`config.mk`:
```
export PLATFORM = sky130hd
export DESIGN_NAME = line_sensor_normalize_quantize_core
export DESIGN_NICKNAME = d
export VERILOG_FILES = /design/src/rtl/core/lsnq_pkg.sv /design/src/rtl/core/line_sensor_normalize_quantize_core.sv
export SDC_FILE = /design/constraint.sdc
export NUM_CORES = 1
export LEC_CHECK = 0
export ABC_AREA = 1
export ABC_CLOCK_PERIOD_IN_PS = 4900
export BUFFER_PORTS_ARGS = -buffer_cell sky130_fd_sc_hd__buf_4
export CORE_AREA = 3 3 200 202
export CTS_CLUSTER_SIZE = 8
export DETAILED_ROUTE_END_ITERATION = 8
export DIE_AREA = 0 0 203 205
export HOLD_SLACK_MARGIN = 0.03
export SYNTH_ARGS = -nofsm -noshare
export SYNTH_HDL_FRONTEND = slang
export SYNTH_SLANG_ARGS = --single-unit
export TNS_END_PERCENT = 20
```
`constraint.sdc`:
```
create_clock -name clk -period 4.9 [get_ports clk]
set_clock_uncertainty 0.05 [all_clocks]
set_input_delay 0 -clock clk [delete_from_list [all_inputs] [get_ports clk]]
set_output_delay 0 -clock clk [all_outputs]
set_load 0.01 [all_outputs]
```
`src/rtl/core/lsnq_pkg.sv`:
```
// Shared constants and types for the line sensor normalize/quantize core.
// No dependencies; imported by the core and by its port checker.
package lsnq_pkg;

  localparam int MAX_SENSORS_DEF = 9;
  localparam int SAMPLE_BITS_DEF = 10;

  localparam int CMD_W   = 2;
  localparam int CH_W    = 4;
  localparam int CNT_W   = 4;
  localparam int LEVEL_W = 4;
  localparam int OUT_DW  = 8;

  typedef logic [CMD_W-1:0]   cmd_t;
  typedef logic [LEVEL_W-1:0] level_t;
  typedef logic [CH_W-1:0]    chan_t;

  localparam cmd_t CMD_SAMPLE = 2'd0;
  localparam cmd_t CMD_DARK   = 2'd1;
  localparam cmd_t CMD_LIGHT  = 2'd2;

  localparam logic [CNT_W-1:0] ACTIVE_COUNT_RESET = 4'd9;
  localparam level_t           LEVEL_MAX          = 4'd9;
  localparam int               LEVEL_STEP         = 100;

endpackage

```
`src/rtl/core/line_sensor_normalize_quantize_core.sv`:
```
// Line sensor normalize/quantize core: calibration tables, scan pointer and
// a bit-serial divider. Depends on lsnq_pkg.
// Sequence: a sample word is accepted, then a setup step, the divider steps and
// an output load step that waits while out_* is stalled; the result then shows on out_*.
// A new sample is taken only after the previous result is loaded; the radix-2 divider
// gives one quotient bit per cycle. A calibration word is taken while idle and gives no result.
// Reset (rst_n low, synchronous): tables and scan pointer clear to zero, active
// sensor count returns to 9, no result pending.
module line_sensor_normalize_quantize_core #(
  parameter int MAX_SENSORS = lsnq_pkg::MAX_SENSORS_DEF,
  parameter int SAMPLE_BITS = lsnq_pkg::SAMPLE_BITS_DEF,
  parameter int IN_DW       = ((SAMPLE_BITS + lsnq_pkg::CH_W + 7) / 8) * 8
) (
  input  logic                           clk,
  input  logic                           rst_n,
  // configuration: active sensor count
  input  logic                           cfg_wr_en,
  input  logic [lsnq_pkg::CNT_W-1:0]     cfg_wr_data,
  // input stream
  input  logic                           in_tvalid,
  output logic                           in_tready,
  input  logic [IN_DW-1:0]               in_tdata,  // raw_sample, cal_channel, zero fill
  input  logic [lsnq_pkg::CMD_W-1:0]     in_tuser,  // cmd
  // result stream
  output logic                           out_tvalid,
  input  logic                           out_tready,
  output logic [lsnq_pkg::OUT_DW-1:0]    out_tdata, // level, channel
  output logic                           out_tlast, // scan_done
  output logic                           out_tuser  // zero_span
);
  import lsnq_pkg::*;

  localparam int IDX_W = (MAX_SENSORS > 1) ? $clog2(MAX_SENSORS) : 1;
  // remainder/divisor width: product needs 2*S bits, divisor*100*16 needs S+11
  localparam int RW = (2 * SAMPLE_BITS > SAMPLE_BITS + 11) ? 2 * SAMPLE_BITS
                                                           : SAMPLE_BITS + 11;

  localparam logic [1:0] ST_IDLE   = 2'd0;
  localparam logic [1:0] ST_SETUP  = 2'd1;
  localparam logic [1:0] ST_DIV    = 2'd2;
  localparam logic [1:0] ST_FINISH = 2'd3;

  localparam logic [2:0] DIV_FIRST = 3'd4;

  // ---------------------------------------------------------------------------
  // Input word decode
  // ---------------------------------------------------------------------------
  cmd_t                   in_cmd;
  logic [SAMPLE_BITS-1:0] in_raw;
  chan_t                  in_cal_ch;
  logic                   in_acc;
  logic                   cal_wr_ok;

  assign in_cmd    = cmd_t'(in_tuser);
  assign in_raw    = in_tdata[SAMPLE_BITS-1:0];
  assign in_cal_ch = in_tdata[SAMPLE_BITS+CH_W-1:SAMPLE_BITS];
  assign in_acc    = in_tvalid && in_tready;
  // drop calibration writes to channels that do not exist
  assign cal_wr_ok = ({1'b0, in_cal_ch} < (CH_W+1)'(MAX_SENSORS));

  // ---------------------------------------------------------------------------
  // Control state
  // ---------------------------------------------------------------------------
  logic [1:0]       state_r, state_nxt;
  logic [CNT_W-1:0] active_cnt_r;
  chan_t            ptr_r;
  logic [2:0]       cnt_r;

  assign in_tready = (state_r == ST_IDLE);

  // Effective count: zero acts as one, large values clamp to the bank size.
  logic [CH_W:0] eff_cnt;
  logic [CH_W:0] next_ch;
  chan_t         ch_cur;
  logic          scan_end;

  always_comb begin
    if (active_cnt_r == '0) begin
      eff_cnt = (CH_W+1)'(1);
    end else if ({1'b0, active_cnt_r} > (CH_W+1)'(MAX_SENSORS)) begin
      eff_cnt = (CH_W+1)'(MAX_SENSORS);
    end else begin
      eff_cnt = {1'b0, active_cnt_r};
    end
  end

  // A stale pointer beyond the bank restarts at channel zero.
  assign ch_cur   = ({1'b0, ptr_r} >= (CH_W+1)'(MAX_SENSORS)) ? '0 : ptr_r;
  assign next_ch  = {1'b0, ch_cur} + (CH_W+1)'(1);
  assign scan_end = (next_ch >= eff_cnt);

  // ---------------------------------------------------------------------------
  // Calibration tables: written by calibration words, read once per sample
  // ---------------------------------------------------------------------------
  logic [SAMPLE_BITS-1:0] dark_table_r  [MAX_SENSORS];
  logic [SAMPLE_BITS-1:0] light_table_r [MAX_SENSORS];
  logic [SAMPLE_BITS-1:0] dark_rd_r, light_rd_r, raw_r;
  chan_t                  ch_r;
  logic                   done_r;

  always_ff @(posedge clk) begin
    if (!rst_n) begin
      for (int i = 0; i < MAX_SENSORS; i++) begin
        dark_table_r[i]  <= '0;
        light_table_r[i] <= '0;
      end
    end else if (in_acc && cal_wr_ok) begin
      if (in_cmd == CMD_DARK) begin
        dark_table_r[in_cal_ch[IDX_W-1:0]] <= in_raw;
      end
      if (in_cmd == CMD_LIGHT) begin
        light_table_r[in_cal_ch[IDX_W-1:0]] <= in_raw;
      end
    end
  end

  // Capture the sample and its calibration pair at acceptance.
  always_ff @(posedge clk) begin
    if (in_acc && in_cmd == CMD_SAMPLE) begin
      raw_r      <= in_raw;
      ch_r       <= ch_cur;
      done_r     <= scan_end;
      dark_rd_r  <= dark_table_r[ch_cur[IDX_W-1:0]];
      light_rd_r <= light_table_r[ch_cur[IDX_W-1:0]];
    end
  end

  // ---------------------------------------------------------------------------
  // Setup: magnitudes, sign check, dividend and scaled divisor
  // level = min(floor(num * FULL_SCALE / (den * LEVEL_STEP)), LEVEL_MAX)
  // ---------------------------------------------------------------------------
  logic                   num_neg, den_neg;
  logic [SAMPLE_BITS-1:0] num_mag, den_mag;
  logic [RW-1:0]          num_ext, den_ext, prod, div_init;

  assign num_neg  = (raw_r < dark_rd_r);
  assign den_neg  = (light_rd_r < dark_rd_r);
  assign num_mag  = num_neg ? (dark_rd_r - raw_r) : (raw_r - dark_rd_r);
  assign den_mag  = den_neg ? (dark_rd_r - light_rd_r) : (light_rd_r - dark_rd_r);
  assign num_ext  = RW'(num_mag);
  assign den_ext  = RW'(den_mag);
  // num * (2^S - 1) as a shift and subtract
  assign prod     = (num_ext << SAMPLE_BITS) - num_ext;
  // divisor * 16: the first step only checks for saturation
  assign div_init = (den_ext * RW'(LEVEL_STEP)) << 4;

  logic [RW-1:0]      rem_r, rem_nxt;
  logic [RW-1:0]      div_r, div_nxt;
  level_t             quo_r, quo_nxt;
  logic               sat_r, sat_nxt;
  logic               zero_r, force0_r;
  logic [2:0]         cnt_nxt;
  logic               rem_ge;

  assign rem_ge = (rem_r >= div_r);

  // ---------------------------------------------------------------------------
  // Sequencer and bit-serial divider
  // ---------------------------------------------------------------------------
  level_t level_fin;
  logic   out_load;

  assign level_fin = (zero_r || force0_r) ? '0 :
                     (sat_r || quo_r > LEVEL_MAX) ? LEVEL_MAX : quo_r;
  assign out_load  = (state_r == ST_FINISH) && (!out_tvalid || out_tready);

  always_comb begin
    state_nxt = state_r;
    rem_nxt   = rem_r;
    div_nxt   = div_r;
    quo_nxt   = quo_r;
    sat_nxt   = sat_r;
    cnt_nxt   = cnt_r;
    unique case (state_r)
      ST_IDLE: begin
        if (in_acc && in_cmd == CMD_SAMPLE) begin
          state_nxt = ST_SETUP;
        end
      end
      ST_SETUP: begin
        rem_nxt   = prod;
        div_nxt   = div_init;
        quo_nxt   = '0;
        sat_nxt   = 1'b0;
        cnt_nxt   = DIV_FIRST;
        state_nxt = ST_DIV;
      end
      ST_DIV: begin
        if (cnt_r == DIV_FIRST) begin
          // quotient of 16 or more: clamp without further steps mattering
          sat_nxt = rem_ge;
        end else begin
          quo_nxt = {quo_r[LEVEL_W-2:0], rem_ge};
          if (rem_ge) begin
            rem_nxt = rem_r - div_r;
          end
        end
        div_nxt = div_r >> 1;
        cnt_nxt = cnt_r - 3'd1;
        if (cnt_r == '0) begin
          state_nxt = ST_FINISH;
        end
      end
      ST_FINISH: begin
        // hold until the output register is free
        if (out_load) begin
          state_nxt = ST_IDLE;
        end
      end
      default: state_nxt = ST_IDLE;
    endcase
  end

  always_ff @(posedge clk) begin
    if (!rst_n) begin
      state_r      <= ST_IDLE;
      ptr_r        <= '0;
      active_cnt_r <= ACTIVE_COUNT_RESET;
      cnt_r        <= '0;
    end else begin
      state_r <= state_nxt;
      cnt_r   <= cnt_nxt;
      if (cfg_wr_en) begin
        active_cnt_r <= cfg_wr_data;
      end
      // advance the scan pointer at sample acceptance
      if (in_acc && in_cmd == CMD_SAMPLE) begin
        ptr_r <= scan_end ? '0 : next_ch[CH_W-1:0];
      end
    end
  end

  always_ff @(posedge clk) begin
    rem_r <= rem_nxt;
    div_r <= div_nxt;
    quo_r <= quo_nxt;
    sat_r <= sat_nxt;
    if (state_r == ST_SETUP) begin
      zero_r   <= (den_mag == '0);
      force0_r <= (num_mag == '0) || (num_neg != den_neg);
    end
  end

  // ---------------------------------------------------------------------------
  // Output register
  // ---------------------------------------------------------------------------
  logic   out_valid_r;
  level_t out_level_r;
  chan_t  out_ch_r;
  logic   out_last_r, out_zero_r;

  always_ff @(posedge clk) begin
    if (!rst_n) begin
      out_valid_r <= 1'b0;
    end else if (out_load) begin
      out_valid_r <= 1'b1;
    end else if (out_tready) begin
      out_valid_r <= 1'b0;
    end
  end

  always_ff @(posedge clk) begin
    if (out_load) begin
      out_level_r <= level_fin;
      out_ch_r    <= ch_r;
      out_last_r  <= done_r;
      out_zero_r  <= zero_r;
    end
  end

  assign out_tvalid = out_valid_r;
  assign out_tdata  = {out_ch_r, out_level_r};
  assign out_tlast  = out_last_r;
  assign out_tuser  = out_zero_r;

endmodule

```
==> results.json <==
{
  "outcome": "completed",
  "hold_class": "input port to flip-flop",
  "dp.cells": 2431,
  "numCtsBuffers": 43,
  "internal-power_mw": 6.41,
  "drc_errors": 0,
  "cp-end-kind": "flip-flop",
  "power.net_switching_mw": 3.70,
  "hpwl_um": 30400,
  "power_frac_clock_pct": 26.0,
  "grt_pass1_wl_um": 70200,
  "tritoncts": "built",
  "final_area_um2": 19600,
  "ant_nets": 0,
  "pwr_density_cell_nw_per_um2": 515,
  "nets": 2132,
  "grt_pass1_vias": 13000,
  "drt-met1-wl_um": 19500,
  "synth.distinct_cells": 54,
  "n_fill_cell": 3659,
  "fmax_mhz": 217,
  "hold_end": "ch_r[0]",
  "worstPathMaxFanout": 6,
  "async_flop_share_pct": 0,
  "core_um2": 38500,
  "pin_count": 39,
  "max_cap_viol_count": 0,
  "gp_congestion": 0.878,
  "drv_slew": 0,
  "fin_crit_sh_pct": 94.2,
  "vias": 13000,
  "worst_pin_slew_ns": 1.15,
  "seqPwrFrac_pct": 34.7,
  "ys_ff_latch": 303,
  "clockRootBuffer": "clkbuf_16",
  "dr.pass1.iters": 5,
  "highest_layer": "met4",
  "vias_per_cell": 5.19,
  "fin_cells": 2516,
  "finalSetupTns_ns": 0,
  "ir_drop_uv": 319,
  "wl_met2_um": 20800,
  "slew_headroom_pct": 23.2,
  "htree_levels": 2,
  "overflow": 0,
  "seq_area_frac_synth_pct": 52.1,
  "setup_violations": 0,
  "power_leakage_nw": 8.54,
  "clock-sinks": 303,
  "hp-start": "in_tuser[0]",
  "worstReg2RegStart": "dark_rd_r[7]",
  "timing.rr.end": "div_r[17]",
  "dpl_cell_area_um2": 18100,
  "grt_max_degree": 101,
  "r2r_slack_ns": 0.28,
  "clock_path_buffers": 3,
  "die-area_um2": 41600,
  "finalHoldViolCount": 0,
  "synthFlopType": "edfxtp_1",
  "combPwrFrac_pct": 39.2,
  "synth.avg_cell_area_um2": 8.96,
  "wl_um": 43500,
  "synth_edf_count": 289,
  "row_count": 72,
  "die_x_um": 203,
  "ys_warn_count": 0,
  "drt_iter0_markers": 921,
  "period_needed_ns": 4.62,
  "p_sw_share_pct": 36.6,
  "die_h_um": 205,
  "clock_latency_ns": 0.56,
  "hold_depth": 3,
  "drive_gt1_share_pct": 9.51,
  "area_growth_pct": 14.1,
  "critical_path.startpoint_type": "flip-flop",
  "antenna_found_initial": 0,
  "routed-wl-met3_um": 2320,
  "path_class": "flip-flop to flip-flop",
  "initial_core_util_pct": 44.7,
  "grt_usage_pct": 21.1,
  "io_buffers": 36,
  "syn-cell-area_um2": 17200,
  "synthCells": 1920,
  "critPathLaunch": "dark_rd_r[7]",
  "avgRoutedWirePerCell_um": 17.3,
  "crit_arrival_ns": 4.84,
  "cp.required_ns": 5.12,
  "clk_pin_slew_worst_paths_ns": 0.05,
  "r2r_cells": 24
}
metrics by stage:
step | setup slack (ns) | hold slack [ns] | power [mW] | utilization, %
floorplan | 0.351 | 0.0489 | 6.35 | -
global placement | 0.0713 | 0.166 | 7.27 | 46.9
detailed placement | -0.0130 | 0.163 | 7.33 | 46.9
CTS | 0.0111 | 0.0391 | 10.0 | 50.5
global route | -0.0267 | 0.0627 | 10.9 | 51.0
finish | 0.283 | 0.0385 | 10.1 | 51.0
cells in the final DEF, fill, tap and decap left out, types with 7 or more instances in the layout:
| master | synthesis | final |
|---|---|---|
| nor2_1 | 365 | 361 |
| clkbuf_16 | 0 | 43 |
| clkbuf_1 | 78 | 9 |
| o21ai_1 | 4 | 7 |
| nand3_2 | 6 | 7 |
| fa_1 | 10 | 9 |
| buf_4 | 0 | 68 |
| nand2_2 | 10 | 10 |
| clkinv_1 | 13 | 12 |
| a31oi_1 | 10 | 9 |
| nand3_1 | 58 | 57 |
| o22ai_1 | 41 | 41 |
| o21ai_2 | 2 | 8 |
| nor3_1 | 15 | 13 |
| nand4_1 | 8 | 8 |
| edfxtp_1 | 289 | 289 |
| dlygate4sd3_1 | 0 | 25 |
| xnor2_1 | 8 | 8 |
| o21ai_0 | 184 | 175 |
| conb_1 | 1 | 15 |
| ha_1 | 107 | 100 |
| nand2_1 | 331 | 331 |
| xor2_1 | 22 | 22 |
| dfxtp_1 | 14 | 14 |
| inv_1 | 202 | 199 |
| a21oi_1 | 73 | 70 |
| or2_2 | 9 | 9 |
repair_timing:
item,4_1_cts,5_1_grt
setup endpoints to repair,2,6
resized for setup,1,38
gates cloned,0,1
pin swaps,0,8
hold buffers,25,0
endpoints found under the hold margin,39,0
buffers inserted,0,4
routing by layer:
metal | track usage (%) | up-vias
met4 | 5.39 | 0
met3 | 3.24 | 53
li1 | - | 6523
met1 | 28.6 | 6157
met2 | 35.8 | 314
met5 | 0 | -
synth_stat cells, drive strengths merged (2+ instances only):
library cell    n  share of area (%)
a21boi          5               0.22
buf             6               0.20
clkinv         13               0.28
o21bai          6               0.26
nand4           8               0.29
inv           204                4.5
or2             9               0.33
a31oi          10               0.36
o21ai         190                5.6
a211oi          2              0.087
fa             10                1.2
a221oi          2               0.10
ha            107                7.8
clkbuf         79                1.8
dfxtp          14                1.6
nand3          64                2.0
o211ai          2              0.087
nand2         347                8.0
xnor2           8               0.41
edfxtp        289                 50
nor2          370                8.2
nor4            2               0.11
nand3b          2              0.087
nor3           16               0.49
o221ai          2               0.10
xor2           22                1.1
and2            2              0.073
a21o            5               0.22
a21oi          74                2.2
o22ai          41                1.5
worst max-delay path by stage:
| stage | to | slack (ns) | depth (start not counted) |
|---|---|---|---|
| after floorplan | div_r[18] | 0.35 | 22 |
| after global placement | div_r[20] | 0.07 | 26 |
| after detailed placement | div_r[20] | -0.01 | 26 |
| after CTS | div_r[20] | 0.01 | 26 |
| after global routing | div_r[17] | -0.03 | 25 |
| final | div_r[17] | 0.28 | 24 |
final cells by class:
type,count,area [um^2],area share (%)
inverters,217,815,4.15
clock inverters,2,28.8,0.147
multi-input cells,1330,7300,37.2
diodes,1,2.50,0.0128
well taps,518,648,3.30
clock buffers,52,1110,5.66
repair buffers,93,761,3.88
flip-flops and latches,303,8960,45.7
registers in the layout (all words and copies together) (netlist names), 3 cells and up:
register,cells
active_cnt_r,4
ch_r,4
cnt_r,3
dark_rd_r,10
dark_table_r,97
div_r,21
light_rd_r,10
light_table_r,98
out_ch_r,4
out_level_r,4
ptr_r,4
quo_r,4
raw_r,10
rem_r,21
kinds of logic (layout without fill, tap and decap cells):
kind of cell,after synthesis,count (layout),share of synthesized area (%)
other,1,16,0.0218
and+or+nand+nor,821,822,19.6
buffers and inverters,302,364,6.72
adders and majority gates,117,117,8.95
xor gates and xnor gates,30,30,1.53
DFF,303,303,52.1
muxes,1,1,0.0582
AOI/OAI and AO/OA,345,345,11.0
critical path, stage by stage (launching register included):
cell and delay (ns):
edfxtp_1 0.42, inv_2 0.11, ha_4 0.21, inv_1 0.07, o21bai_1 0.10, a31oi_2 0.34, nand3_2 0.23, o21ai_0 0.29
buf_4 0.18, inv_1 0.04, ha_1 0.19, ha_1 0.29, fa_1 0.47, ha_2 0.39, nand2_1 0.07, nand2_1 0.08
nand3_1 0.07, nand2_1 0.08, a21oi_1 0.05, nor2_1 0.15, nor2_1 0.05, o21bai_1 0.15, a21oi_1 0.08, o21ai_0 0.08
o21ai_0 0.10
power groups by stage:
stage	combinational (mW)	clock (mW)	sequential (mW)
finish	3.96	2.63	3.51
global route	4.57	2.78	3.54
CTS	3.82	2.69	3.51
detailed placement	3.77	0	3.56
global placement	3.72	0	3.55
floorplan	2.82	0	3.52
Power figures use the tool's default switching activity.
